==> src/hdl/lfp_pkg.sv <==
// Package: constants, status codes and register indexes of the lidar frame parser.
`default_nettype none
package lfp_pkg;

	localparam int unsigned SUM_LEN = 8;
	localparam int unsigned POS_W   = 4;

	localparam logic [7:0]       HDR_BYTE     = 8'h59;
	localparam logic [15:0]      BAD_STRENGTH = 16'hFFFF;
	localparam logic [POS_W-1:0] LAST_POS     = POS_W'(SUM_LEN);

	localparam logic [15:0] MIN_STRENGTH_RST = 16'd100;
	localparam logic [15:0] MIN_DIST_RST     = 16'd10;
	localparam logic [15:0] MAX_DIST_RST     = 16'd1200;

	typedef enum logic [1:0] {
		ST_OK       = 2'd0,
		ST_CHECKSUM = 2'd1,
		ST_STRENGTH = 2'd2,
		ST_DISTANCE = 2'd3
	} status_t;

	typedef enum logic [1:0] {
		CFG_MIN_STRENGTH = 2'd0,
		CFG_MIN_DIST     = 2'd1,
		CFG_MAX_DIST     = 2'd2
	} cfg_idx_t;

endpackage
`default_nettype wire

==> src/hdl/lfp_if.sv <==
// Interfaces: byte input, result output and register write channels.
`default_nettype none
interface lfp_in_if;
	logic        valid;
	logic        ready;
	logic [7:0]  rx_byte;
	logic [31:0] now_ms;
	modport source (output valid, output rx_byte, output now_ms, input ready);
	modport sink   (input valid, input rx_byte, input now_ms, output ready);
endinterface

interface lfp_out_if;
	logic        valid;
	logic        ready;
	logic [1:0]  frame_status;
	logic [15:0] distance_cm;
	logic [15:0] signal_strength;
	logic [31:0] stamp_ms;
	modport source (output valid, output frame_status, output distance_cm,
		output signal_strength, output stamp_ms, input ready);
	modport sink   (input valid, input frame_status, input distance_cm,
		input signal_strength, input stamp_ms, output ready);
endinterface

interface lfp_cfg_if;
	logic        valid;
	logic        ready;
	logic [1:0]  index;
	logic [15:0] data;
	modport source (output valid, output index, output data, input ready);
	modport sink   (input valid, input index, input data, output ready);
endinterface
`default_nettype wire

==> src/hdl/lfp_cell.sv <==
// Byte cell: one stage of the frame shift line with its share of the checksum.
`default_nettype none
module lfp_cell (
	input  wire logic       clk,
	input  wire logic       advance,
	input  wire logic [7:0] data_in,
	input  wire logic [7:0] sum_in,
	output logic [7:0]      data_out,
	output logic [7:0]      sum_out
);
	logic [7:0] data_q;

	always_ff @(posedge clk) begin
		if (advance) begin
			data_q <= data_in;
		end
	end

	assign data_out = data_q;
	// modular sum, wraps at 8 bits
	assign sum_out  = sum_in + data_q;
endmodule
`default_nettype wire

==> src/hdl/lidar_frame_parser.sv <==
// Top level: header hunt, 8-cell byte line with checksum, screening and result register.
//
//  channel  dir  handshake       payload
//  rx       in   valid/ready     rx_byte[7:0], now_ms[31:0]
//  res      out  valid/ready     frame_status[1:0], distance_cm, signal_strength, stamp_ms
//  cfg      in   valid/ready     index[1:0], data[15:0]
//
// One byte is taken every cycle unless rx stalls; a frame's result appears in the cycle after its
// checksum byte is taken, from the single result register.
// The byte line shifts on every taken byte; the cell chain forms the checksum.
// Reset clears the frame position and the result valid flag and loads the default thresholds.
// rx stalls only while a result is held and res.ready is low; cfg never stalls.
`default_nettype none
module lidar_frame_parser (
	input  wire logic clk,
	input  wire logic arst_n,
	lfp_in_if.sink    rx,
	lfp_out_if.source res,
	lfp_cfg_if.sink   cfg
);
	import lfp_pkg::*;

	logic [POS_W-1:0] pos_q;
	logic [15:0]      min_strength_q;
	logic [15:0]      min_dist_q;
	logic [15:0]      max_dist_q;
	logic             res_valid_q;
	status_t          status_q;
	logic [15:0]      dist_q;
	logic [15:0]      strength_q;
	logic [31:0]      stamp_q;

	logic             in_acc;
	logic             frame_done;
	logic [7:0]       cell_data [SUM_LEN];
	logic [7:0]       cell_sum  [SUM_LEN];
	logic [15:0]      frame_dist;
	logic [15:0]      strength;
	status_t          status;

	assign rx.ready   = !res_valid_q || res.ready;
	assign in_acc     = rx.valid && rx.ready;
	assign frame_done = in_acc && (pos_q == LAST_POS);
	assign cfg.ready  = 1'b1;

	// cell 0 takes the newest word; frame byte k sits in cell SUM_LEN-1-k
	for (genvar k = 0; k < SUM_LEN; k++) begin : g_cell
		if (k == 0) begin : g_head
			lfp_cell u_cell (
				.clk      (clk),
				.advance  (in_acc),
				.data_in  (rx.rx_byte),
				.sum_in   (8'd0),
				.data_out (cell_data[k]),
				.sum_out  (cell_sum[k])
			);
		end else begin : g_body
			lfp_cell u_cell (
				.clk      (clk),
				.advance  (in_acc),
				.data_in  (cell_data[k-1]),
				.sum_in   (cell_sum[k-1]),
				.data_out (cell_data[k]),
				.sum_out  (cell_sum[k])
			);
		end
	end

	assign frame_dist = {cell_data[SUM_LEN-4], cell_data[SUM_LEN-3]};
	assign strength   = {cell_data[SUM_LEN-6], cell_data[SUM_LEN-5]};

	always_comb begin
		if (cell_sum[SUM_LEN-1] != rx.rx_byte) begin
			status = ST_CHECKSUM;
		end else if (strength < min_strength_q || strength == BAD_STRENGTH) begin
			status = ST_STRENGTH;
		end else if (frame_dist < min_dist_q || frame_dist > max_dist_q) begin
			status = ST_DISTANCE;
		end else begin
			status = ST_OK;
		end
	end

	// frame position: hunt, confirm second header word, then count
	always_ff @(posedge clk or negedge arst_n) begin
		if (!arst_n) begin
			pos_q <= '0;
		end else if (in_acc) begin
			if (pos_q == POS_W'(0)) begin
				pos_q <= (rx.rx_byte == HDR_BYTE) ? POS_W'(1) : POS_W'(0);
			end else if (pos_q == POS_W'(1)) begin
				pos_q <= (rx.rx_byte == HDR_BYTE) ? POS_W'(2) : POS_W'(0);
			end else if (pos_q < LAST_POS) begin
				pos_q <= pos_q + POS_W'(1);
			end else begin
				pos_q <= '0;
			end
		end
	end

	always_ff @(posedge clk or negedge arst_n) begin
		if (!arst_n) begin
			min_strength_q <= MIN_STRENGTH_RST;
			min_dist_q     <= MIN_DIST_RST;
			max_dist_q     <= MAX_DIST_RST;
		end else if (cfg.valid && cfg.ready) begin
			unique case (cfg.index)
				CFG_MIN_STRENGTH: min_strength_q <= cfg.data;
				CFG_MIN_DIST:     min_dist_q     <= cfg.data;
				CFG_MAX_DIST:     max_dist_q     <= cfg.data;
				default: ;
			endcase
		end
	end

	always_ff @(posedge clk or negedge arst_n) begin
		if (!arst_n) begin
			res_valid_q <= 1'b0;
		end else if (frame_done) begin
			res_valid_q <= 1'b1;
		end else if (res.ready) begin
			res_valid_q <= 1'b0;
		end
	end

	always_ff @(posedge clk) begin
		if (frame_done) begin
			status_q   <= status;
			dist_q     <= frame_dist;
			strength_q <= strength;
			stamp_q    <= rx.now_ms;
		end
	end

	assign res.valid           = res_valid_q;
	assign res.frame_status    = status_q;
	assign res.distance_cm     = dist_q;
	assign res.signal_strength = strength_q;
	assign res.stamp_ms        = stamp_q;
endmodule
`default_nettype wire

==> src/flat_wrapper.sv <==
// flat-port wrapper written by rule: the top's interface ports become plain ports
module lidar_frame_parser_flat import lfp_pkg::*;
  (clk, arst_n, rx_valid, rx_rx_byte, rx_now_ms, rx_ready, res_valid, res_frame_status, res_distance_cm, res_signal_strength, res_stamp_ms, res_ready, cfg_valid, cfg_index, cfg_data, cfg_ready);
  lfp_in_if rx_i ();
  lfp_out_if res_i ();
  lfp_cfg_if cfg_i ();
  input  wire logic clk;
  input  wire logic arst_n;
  input wire logic [$bits(rx_i.valid)-1:0] rx_valid;
  input wire logic [$bits(rx_i.rx_byte)-1:0] rx_rx_byte;
  input wire logic [$bits(rx_i.now_ms)-1:0] rx_now_ms;
  output wire logic [$bits(rx_i.ready)-1:0] rx_ready;
  output wire logic [$bits(res_i.valid)-1:0] res_valid;
  output wire logic [$bits(res_i.frame_status)-1:0] res_frame_status;
  output wire logic [$bits(res_i.distance_cm)-1:0] res_distance_cm;
  output wire logic [$bits(res_i.signal_strength)-1:0] res_signal_strength;
  output wire logic [$bits(res_i.stamp_ms)-1:0] res_stamp_ms;
  input wire logic [$bits(res_i.ready)-1:0] res_ready;
  input wire logic [$bits(cfg_i.valid)-1:0] cfg_valid;
  input wire logic [$bits(cfg_i.index)-1:0] cfg_index;
  input wire logic [$bits(cfg_i.data)-1:0] cfg_data;
  output wire logic [$bits(cfg_i.ready)-1:0] cfg_ready;
  assign rx_i.valid = rx_valid;
  assign rx_i.rx_byte = rx_rx_byte;
  assign rx_i.now_ms = rx_now_ms;
  assign rx_ready = rx_i.ready;
  assign res_valid = res_i.valid;
  assign res_frame_status = res_i.frame_status;
  assign res_distance_cm = res_i.distance_cm;
  assign res_signal_strength = res_i.signal_strength;
  assign res_stamp_ms = res_i.stamp_ms;
  assign res_i.ready = res_ready;
  assign cfg_i.valid = cfg_valid;
  assign cfg_i.index = cfg_index;
  assign cfg_i.data = cfg_data;
  assign cfg_ready = cfg_i.ready;
  lidar_frame_parser u_core (.clk(clk), .arst_n(arst_n), .rx(rx_i), .res(res_i), .cfg(cfg_i));
endmodule
==> config.mk <==
export PLATFORM = sky130hd
export DESIGN_NAME = lidar_frame_parser_flat
export DESIGN_NICKNAME = d
export VERILOG_FILES = /design/src/hdl/lfp_pkg.sv /design/src/hdl/lfp_if.sv /design/src/hdl/lfp_cell.sv /design/src/hdl/lidar_frame_parser.sv /design/src/flat_wrapper.sv
export SDC_FILE = /design/constraint.sdc
export NUM_CORES = 1
export LEC_CHECK = 0
export ABC_AREA = 1
export BUFFER_PORTS_ARGS = -buffer_cell sky130_fd_sc_hd__buf_2
export CAP_MARGIN = 30
export CORE_UTILIZATION = 35
export DETAILED_ROUTE_END_ITERATION = 16
export SLEW_MARGIN = 30
export SYNTH_ARGS = -nofsm -noshare
export SYNTH_HDL_FRONTEND = slang
export SYNTH_SLANG_ARGS = --single-unit
export TNS_END_PERCENT = 1
==> constraint.sdc <==
create_clock -name clk -period 8.59 [get_ports clk]
set_clock_uncertainty 0.05 [all_clocks]
set_input_delay 1.718 -clock clk [delete_from_list [all_inputs] [get_ports clk]]
set_output_delay 1.718 -clock clk [all_outputs]
set_load 0.005 [all_outputs]
==> flow_metrics.tcl, run 1 <==
set metrics [dict create \
    overflow 0 \
    clk_path_buf_depth 2 \
    hold_viol 0 \
    grt_pass1_vias 5445 \
    ant_nets 0 \
    tns_ns 0 \
    post-route-util_pct 42.8 \
    diodes 0 \
    cts_setup_buffers 0 \
    synth-async-reset-ratio_pct 29.0 \
    final_common_cell "inv_1" \
    clk_pin_slew_ns 0.07 \
    min_period_over_period_pct 51.0 \
    rows 57 \
    cellPowerDensity_nw_per_um2 250 \
    dp_hpwl_mm 13.3 \
    drtPass1Iterations 5 \
    grt_use_total_pct 15.1 \
    ys_seq_area_share_pct 59.5 \
    synth_cell_types 33 \
    place_inst 1201 \
    syn_avg_cell_area_um2 11.7 \
    layout-drive-gt1-share_pct 20.9 \
    cts_tree "yes" \
    dieWidth_um 161 \
    grt_pass1_wl_mm 29.2 \
    clk_latency_ns 0.44 \
    dieArea_um2 25800 \
    placed_cell_area_um2 9860 \
    drv_cap 0 \
    rsz0062_at_grt "no" \
    power.leakage_nw 4.79 \
    wirelength_mm 18.5 \
    port_buffers 130 \
    post_cts_resized 0 \
    cp_max_fo 5 \
    required_ns 8.72 \
    final_max_slew_viol_count 0 \
    cts-hold-fix-buffers 0 \
    final-setup-viol-count 0 \
    grt_max_degree 73 \
    hp-class "reg -> reg" \
    arrival_ns 4.51 \
    max_slew_margin_pct 39.3 \
    peakVddDrop_mv 0.161 \
    critPathCaptureType "flip-flop" \
    nNetsFinal 1055 \
    initial_utilization_pct 35.9 \
    max_freq_mhz 228 \
    root_buffer "clkbuf_16" \
    syn_nets 913 \
    finalPower_mw 2.62 \
    dominantRegCellSynth "edfxtp_1" \
    layout_common_cells "148 x inv_1, 143 x nand2_1, 130 x buf_2, 130 x edfxtp_1, 57 x ha_1" \
    core-area_um2 24500 \
    route.vias.total 5580 \
    status "finished clean" \
    dieHeight_um 161 \
    avgRoutedWirePerCell_um 15.0 \
    synth_warnings 0 \
    ys_ff_latch 183 \
    min_period_ns 4.38 \
    areaGrowthSynthToFinish_pct 19.2 \
    seqCellArea_um2 5240 \
    final_cell_area_um2 10500 \
    via_per_inst 4.53 \
    drt_iter0_drc 338 \
    synthCells 754 \
    cts-buffers-inserted 17 \
    multi_input_area_um2 2970 \
    place_congestion 0.794 \
    ios 132 \
    worst_pin_slew_ns 0.911 \
    antenna_found_initial 0 \
    synth_area_um2 8810 \
    drc 0 \
    cts.htree.levels 4 \
    synth_edf_count 130 \
    crit_path_start_kind "flip-flop" \
    fin_cells 1233 \
    cts_sinks 183 \
    nFillCells 2329 \
    path_class "reg -> reg" \
]
==> worst max-delay path, cell delays in order, from the launching register on <==
cell	delay [ns]
edfxtp_1	0.48
fa_1	0.53
inv_1	0.06
fa_1	0.53
fa_1	0.53
fa_1	0.48
inv_1	0.06
ha_1	0.20
inv_1	0.07
fa_1	0.50
xor2_1	0.14
nand4_1	0.10
nor2_1	0.10
nand4_1	0.10
nor2_2	0.11
nand4_1	0.10
==> final cells by class <==
type	instances	area share (%)
inverters	152	5.44
flip-flops and latches	183	49.9
clock inverters	15	1.99
multi-input cells	409	28.3
repair buffers	133	6.41
clock buffers	17	4.05
well taps	324	3.86
==> Yosys cell counts (all sizes together), types with 3 or more instances <==
| cell | n | area [um^2] |
|---|---|---|
| edfxtp | 130 | 3900 |
| nor2 | 15 | 61.3 |
| fa | 39 | 781 |
| nand4 | 12 | 75.1 |
| inv | 151 | 567 |
| nor3 | 4 | 20.0 |
| a21oi | 28 | 144 |
| clkbuf | 9 | 33.8 |
| o21ai | 58 | 290 |
| nand3 | 23 | 115 |
| or2 | 3 | 21.3 |
| xor2 | 4 | 35.0 |
| dfstp | 9 | 236 |
| ha | 57 | 713 |
| nand2 | 150 | 576 |
| xnor2 | 7 | 61.3 |
| o21a | 3 | 22.5 |
| dfrtp | 44 | 1100 |
==> flip-flops by register name (all words and copies together), names as in the netlist <==
signal                                cells
u_core.res.valid                          1
u_core.res.distance_cm                   16
u_core.res.stamp_ms                      32
u_core.res.signal_strength               16
u_core.max_dist_q                        16
u_core.pos_q                              4
u_core.min_dist_q                        16
u_core.min_strength_q                    16
u_core.g_cell.g_body.u_cell.data_out     56
u_core.res.frame_status                   2
u_core.g_cell.g_head.u_cell.data_out      8
==> metrics by stage <==
step	hold slack, ns	setup slack (ns)
floorplan	0.376	3.37
global placement	0.385	4.22
detailed placement	0.390	4.16
CTS	0.402	4.17
global route	0.418	3.90
finish	0.406	4.21
==> kinds of logic (layout without fill, tap and decap cells) <==
kind of cell / count (synthesis) / after routing / share of synthesized area [%]
XOR/XNOR: 11 / 11 / 1.09
adder cells (fa/ha/maj): 96 / 96 / 17.0
buffers and inverters: 162 / 317 / 6.95
flip-flops: 183 / 183 / 59.5
other: 1 / 1 / 0.0426
AO/OA/AOI/OAI: 91 / 91 / 5.34
AND/OR/NAND/NOR: 210 / 210 / 10.1
==> report_power, final <==
group	switching (mW)	leakage [nW]	internal, mW
Sequential	0.0467	1.87	1.01
Combinational	0.399	2.61	0.301
Clock	0.366	0.309	0.495
==> path summary, 6_finish.rpt <==
| path | startpoint | to | slack [ns] | cells past startpoint |
|---|---|---|---|---|
| max in group asynchronous | arst_n | u_core.res.valid$_DFFE_PN0P_ | 6.62 | 2 |
| worst max register to register | u_core.g_cell[5].g_body.u_cell.data_out[2]$_DFFE_PP_ | u_core.res.frame_status[0]$_SDFFCE_PP1P_ | 4.21 | 15 |
| worst min-delay path | u_core.g_cell[1].g_body.u_cell.data_out[4]$_DFFE_PP_ | u_core.g_cell[2].g_body.u_cell.data_out[4]$_DFFE_PP_ | 0.41 | 0 |
| min in group asynchronous | arst_n | u_core.min_dist_q[11]$_DFFE_PN0P_ | 1.35 | 2 |
| worst min register to register | u_core.g_cell[1].g_body.u_cell.data_out[4]$_DFFE_PP_ | u_core.g_cell[2].g_body.u_cell.data_out[4]$_DFFE_PP_ | 0.41 | 0 |
| worst max-delay path | u_core.g_cell[5].g_body.u_cell.data_out[2]$_DFFE_PP_ | u_core.res.frame_status[0]$_SDFFCE_PP1P_ | 4.21 | 15 |
==> layer usage <==
layer / wire [um] / up-vias / global-route usage, %
met5: 0 / - / 0
met4: 289 / 0 / 5.11
met3: 945 / 16 / 3.36
met2: 8530 / 156 / 23.7
met1: 8700 / 2668 / 20.6
li1: - / 2740 / -
Note: power is estimated with default switching activity, not from simulation.
==> run 2, diff against run 1 <==
- clock period: 8.59 -> 4.46 ns (I/O delays scaled with it)
==> run 2 against run 1 <==
  * Fmax is 2.4% higher
  * First-iteration DRC count shrank 7.7%
  * Worst hold slack got worse by 0.0025 ns
  * Clock-buffer cell count up 2
  * Sequential share of layout area is 0.79 points lower
  * Via count is 1.1% higher
  * Power up 89%
  * Final cell count up 2.2%
  * Register-to-register slack worse by 4.0 ns
  * Clock power rose by 74%
  * Critical endpoint unchanged
  * Largest cell class unchanged
  * Largest power group unchanged
  * Highest routed layer unchanged
==> flow_metrics.tcl, run 2 (synthesis gave the netlist of run 1 again) <==
set metrics [dict create \
    arrival_ns 4.40 \
    ant_nets 0 \
    required_ns 4.58 \
    largest_reg_flops 56 \
    cp_max_fo 3 \
    path_class "reg -> reg" \
    dieArea_um2 25800 \
    combPwrFrac_pct 29.0 \
    max_slew_margin_pct 42.6 \
    cts_sinks 183 \
    nFillCells 2313 \
    rows 57 \
    hp-class "reg -> reg" \
    route.vias.total 5643 \
    grt_max_degree 67 \
    post-route-util_pct 43.5 \
    setup_slack_ns 0.185 \
    drv_cap 0 \
    port_buffers 130 \
    place_ws_ns 0.0920 \
    p_switching_mw 1.55 \
    core-area_um2 24500 \
    rsz0062_at_grt "no" \
    via_per_inst 4.48 \
    cts_tree "yes" \
    grt_pass1_wl_mm 29.2 \
    final-setup-viol-count 0 \
    initial_utilization_pct 35.9 \
    dieWidth_um 161 \
    layout_common_cells "146 x inv_1, 143 x nand2_1, 130 x buf_2, 130 x edfxtp_1" \
    diodes 0 \
    min_period_over_period_pct 95.8 \
    internal-power_mw 3.41 \
    overflow 0 \
    clk_latency_ns 0.42 \
    cellPowerDensity_nw_per_um2 465 \
    swShare_pct 31.2 \
    worst_pin_slew_ns 0.861 \
    final_common_cell "inv_1" \
    drc 0 \
    cts-buffers-inserted 17 \
    grt_use_total_pct 14.9 \
    areaGrowthSynthToFinish_pct 21.1 \
    max_freq_mhz 234 \
    status "finished clean" \
    dieHeight_um 161 \
    final_max_slew_viol_count 0 \
    grt_pass1_vias 5560 \
    power.leakage_nw 4.88 \
    clk_pin_slew_ns 0.07 \
    avgRoutedWirePerCell_um 14.4 \
    multi_input_area_um2 2990 \
    wirelength_mm 18.2 \
    tns_ns 0 \
    layout-drive-gt1-share_pct 23.6 \
    root_buffer "clkbuf_16" \
    antenna_found_initial 0 \
    p_seq_share_pct 40.8 \
    peakVddDrop_mv 0.263 \
    seqCellArea_um2 5240 \
    clk_path_buf_depth 2 \
    drt_iter0_drc 312 \
    dp_hpwl_mm 13.6 \
    cts.htree.levels 4 \
    place_congestion 0.802 \
    crit_path_start_kind "flip-flop" \
    nNetsFinal 1082 \
    critPathCaptureType "flip-flop" \
    ios 132 \
    min_period_ns 4.27 \
    pwr-share-clk_pct 30.2 \
    drtPass1Iterations 5 \
    hold_viol 0 \
]
## run 2: cell types whose count changed in the layout (fill, tap and decap cells not counted)
cell and delta:
inv_6 -4, buf_4 +27, ha_1 -1, ha_4 +1, clkinv_2 +1, clkbuf_1 +2, fa_2 +2, clkinv_1 -1
inv_2 +2, bufinv_16 -2, clkinv_4 +3, fa_1 -2, inv_1 -2, clkinvlp_4 +1
## run 2: final cells by class
class | count | area share (%)
clock buffers | 19 | 4.06
clock inverters | 13 | 1.40
inverters | 152 | 5.35
multi-input cells | 409 | 28.0
flip-flops and latches | 183 | 49.1
well taps | 324 | 3.80
repair buffers | 160 | 8.21
## run 2: worst max-delay path, stage by stage (launching register included)
cell	delay, ns
edfxtp_1	0.41
fa_1	0.54
inv_1	0.05
fa_1	0.56
fa_1	0.45
fa_1	0.47
inv_2	0.08
ha_4	0.14
inv_2	0.04
fa_1	0.52
xor2_1	0.15
nand4_1	0.09
nor2_1	0.11
nand4_1	0.11
nor2_2	0.15
nand4_1	0.10
## run 2: worst paths after layout
| path | slack [ns] | cells past startpoint | start | end |
|---|---|---|---|---|
| max | 0.19 | 15 | u_core.g_cell[2].g_body.u_cell.data_out[2]$_DFFE_PP_ | u_core.res.frame_status[0]$_SDFFCE_PP1P_ |
| min | 0.40 | 0 | u_core.g_cell[0].g_head.u_cell.data_out[4]$_DFFE_PP_ | u_core.g_cell[1].g_body.u_cell.data_out[4]$_DFFE_PP_ |
| max reg2reg | 0.19 | 15 | u_core.g_cell[2].g_body.u_cell.data_out[2]$_DFFE_PP_ | u_core.res.frame_status[0]$_SDFFCE_PP1P_ |
| min reg2reg | 0.40 | 0 | u_core.g_cell[0].g_head.u_cell.data_out[4]$_DFFE_PP_ | u_core.g_cell[1].g_body.u_cell.data_out[4]$_DFFE_PP_ |
| max in group asynchronous | 3.08 | 2 | arst_n | u_core.max_dist_q[7]$_DFFE_PN1P_ |
| min in group asynchronous | 0.42 | 1 | arst_n | u_core.min_strength_q[1]$_DFFE_PN0P_ |
## run 2: per-stage QoR
stage	total power, mW	hold slack [ns]	cell area (um^2)	std cells
3_5_place_dp	3.47	0.385	10000	1226
6_report	4.96	0.404	10700	1260
4_1_cts	5.00	0.403	10600	1258
5_1_grt	5.31	0.410	10700	1260
3_3_place_gp	3.42	0.386	10000	1226
2_1_floorplan	3.12	0.376	8810	754
## run 2: power by group through the flow
stage	Clock [mW]	Combinational, mW	Sequential [mW]
floorplan	0	1.08	2.04
global route	1.61	1.66	2.04
detailed placement	0	1.41	2.06
finish	1.50	1.44	2.02
CTS	1.54	1.43	2.02
global placement	0	1.37	2.05
## run 2: what timing repair did
action	4_1_cts	5_1_grt
resized for setup	0	6
buffers inserted	0	2
hold buffers	0	0
setup endpoints to repair	0	2
## run 2: per-layer routing
metal  routed length (um)  global-route usage [%]
met5                    0                       0
met4                  192                    4.37
met3                 1030                    3.62
met2                 8700                    24.1
met1                 8260                    19.9
==> run 3, diff against run 2 <==
- MAX_ROUTING_LAYER: not set -> met4
- RECOVER_POWER: not set -> 50
==> run 3 against run 2 <==
  * The flow now finishes with violations (capacitance limit, slew limit)
  * Combinational power is essentially flat
  * Global-route usage increased by 0.47 points
  * Die area unchanged
  * Final cell count unchanged
==> flow_metrics.tcl, run 3 (synthesis gave the netlist of run 1 again) <==
set metrics [dict create \
    met2_usage_pct 24.1 \
    core-area_um2 24500 \
    dp_hpwl_mm 13.6 \
    hold_viol 0 \
    via_per_inst 4.46 \
    diodes 0 \
    max_freq_mhz 234 \
    largest_reg_flops 56 \
    hp-class "reg -> reg" \
    r2r-end "u_core.res.frame_status[0]$_SDFFCE_PP1P_" \
    nNetsFinal 1082 \
    cts_tree "yes" \
    cts.htree.levels 4 \
    worst_pin_slew_ns 1.62 \
    crit_path_start_kind "flip-flop" \
    clk_path_buf_depth 2 \
    port_buffers 130 \
    globalRouteMet1Util_pct 19.9 \
    avgRoutedWirePerCell_um 14.4 \
    placed_cell_area_um2 10000 \
    r2r_setup_slack_ns 0.18 \
    grt_pass1_wl_mm 29.2 \
    crit_start "u_core.g_cell[2].g_body.u_cell.data_out[2]$_DFFE_PP_" \
    grt_use_total_pct 15.4 \
    clk_pin_slew_ns 0.07 \
    top_usage_layer "met2" \
    tns_ns 0 \
    root_buffer "clkbuf_16" \
    layout_common_cells "146 x inv_1, 145 x nand2_1, 130 x edfxtp_1" \
    grt_pass1_vias 5558 \
    ant_nets 0 \
    place_congestion 0.813 \
    violations "capacitance limit, slew limit" \
    grt_max_degree 67 \
    final_common_cell "inv_1" \
    cellPowerDensity_nw_per_um2 469 \
    wirelength_mm 18.2 \
    final_cell_area_um2 10500 \
    overflow 0 \
    status "complete, but fails checks" \
    cpMostUsedCell "fa_1" \
    path_class "reg -> reg" \
    cp_cell_sequence "fa_1 > inv_1 > fa_1 > fa_1 > fa_1 > inv_2 > ha_4 > inv_2 > fa_1 > xor2_1 > nand4_1 > nor2_1 > nand4_1 > nor2_2 > nand4_1" \
    drv_cap 1 \
    drtPass1Iterations 4 \
    required_ns 4.58 \
    crit_path_max_incr_delay_ns 0.56 \
    clk_latency_ns 0.43 \
    cp_max_fo 3 \
    min_period_over_period_pct 95.9 \
    min_period_ns 4.28 \
    antenna_found_initial 0 \
    final-setup-viol-count 0 \
    hold-path-cell-count 0 \
    reg2reg_from "u_core.g_cell[2].g_body.u_cell.data_out[2]$_DFFE_PP_" \
    route.vias.total 5622 \
    dieWidth_um 161 \
    initial_utilization_pct 35.9 \
    layout-drive-gt1-share_pct 19.6 \
    cts_sinks 183 \
    max_slew_margin_pct -7.88 \
    areaGrowthSynthToFinish_pct 19.8 \
    nFillCells 2340 \
    dieArea_um2 25800 \
    dieHeight_um 161 \
    power.leakage_nw 4.76 \
    r2r_cells 15 \
    drt_iter0_drc 345 \
    critPathCaptureType "flip-flop" \
    worstHoldEndpoint "u_core.g_cell[1].g_body.u_cell.data_out[4]$_DFFE_PP_" \
    drc 0 \
    hold_path_startpoint "u_core.g_cell[0].g_head.u_cell.data_out[4]$_DFFE_PP_" \
    ios 132 \
    peakVddDrop_mv 0.262 \
    cts-buffers-inserted 17 \
    final_max_slew_viol_count 28 \
    arrival_ns 4.40 \
    place_inst 1226 \
    cts-hold-fix-buffers 0 \
    rows 57 \
    slowest_stage "fa_1" \
    met3_usage_pct 3.59 \
    rsz0062_at_grt "no" \
    fin_cells 1260 \
]
run 3: cell count changes in the layout (fill, tap and decap cells not counted), sizes merged:
cell	delta
clkbuf	+37
buf	-37
run 3: what timing repair did:
item | 4_1_cts | 5_1_grt
buffers inserted | 0 | 2
endpoints found under the hold margin | 0 | 0
gates resized for setup | 0 | 6
setup endpoints to repair | 0 | 2
run 3: metal layers:
| metal | share of wire [%] | vias to the layer above |
|---|---|---|
| met2 | 48 | 153 |
| met3 | 5.8 | 14 |
| met1 | 45 | 2662 |
| met5 | 0 | - |
| li1 | - | 2793 |
| met4 | 1.1 | 0 |
run 3: report_power, final:
group          switching, mW  total [mW]  internal, mW
combinational          0.814        1.42         0.611
sequential            0.0721        2.02          1.95
clock                  0.661        1.50         0.836
total                   1.55        4.94          3.40
run 3: worst max path at each step:
stage	to	slack [ns]	depth (start not counted)
5_1_grt	u_core.res.frame_status[0]$_SDFFCE_PP1P_	0.008	15
6_report	u_core.res.frame_status[0]$_SDFFCE_PP1P_	0.18	15
2_1_floorplan	u_core.res.distance_cm[0]$_DFFE_PP_	0.06	4
3_5_place_dp	u_core.res.frame_status[0]$_SDFFCE_PP1P_	0.09	15
4_1_cts	u_core.res.frame_status[0]$_SDFFCE_PP1P_	0.07	15
3_3_place_gp	u_core.res.frame_status[0]$_SDFFCE_PP1P_	0.12	15
run 3: cell type report:
class / count / area (um^2) / area share [%]
Clock buffer: 19 / 433 / 4.10
Clock inverter: 13 / 149 / 1.41
Inverter: 152 / 571 / 5.41
Multi-Input combinational cell: 409 / 2980 / 28.2
Sequential cell: 183 / 5240 / 49.7
Tap cell: 324 / 405 / 3.84
Timing Repair Buffer: 160 / 769 / 7.30
run 3: critical path: cells and delay by family (launching register included):
kind,cells,cell delay [ns]
adders and majority gates,6,2.68
DFF,1,0.41
buffers and inverters,3,0.17
and+or+nand+nor,5,0.56
xor gates and xnor gates,1,0.15
run 3: stage by stage:
| step | total power [mW] | hold slack (ns) | setup slack (ns) | util (%) |
|---|---|---|---|---|
| finish | 4.94 | 0.398 | 0.182 | 43.0 |
| floorplan | 3.12 | 0.376 | 0.0642 | - |
| detailed placement | 3.47 | 0.385 | 0.0920 | 40.9 |
| CTS | 5.00 | 0.403 | 0.0667 | 43.3 |
| global placement | 3.42 | 0.386 | 0.122 | 40.9 |
| global route | 5.30 | 0.410 | 0.00802 | 43.0 |
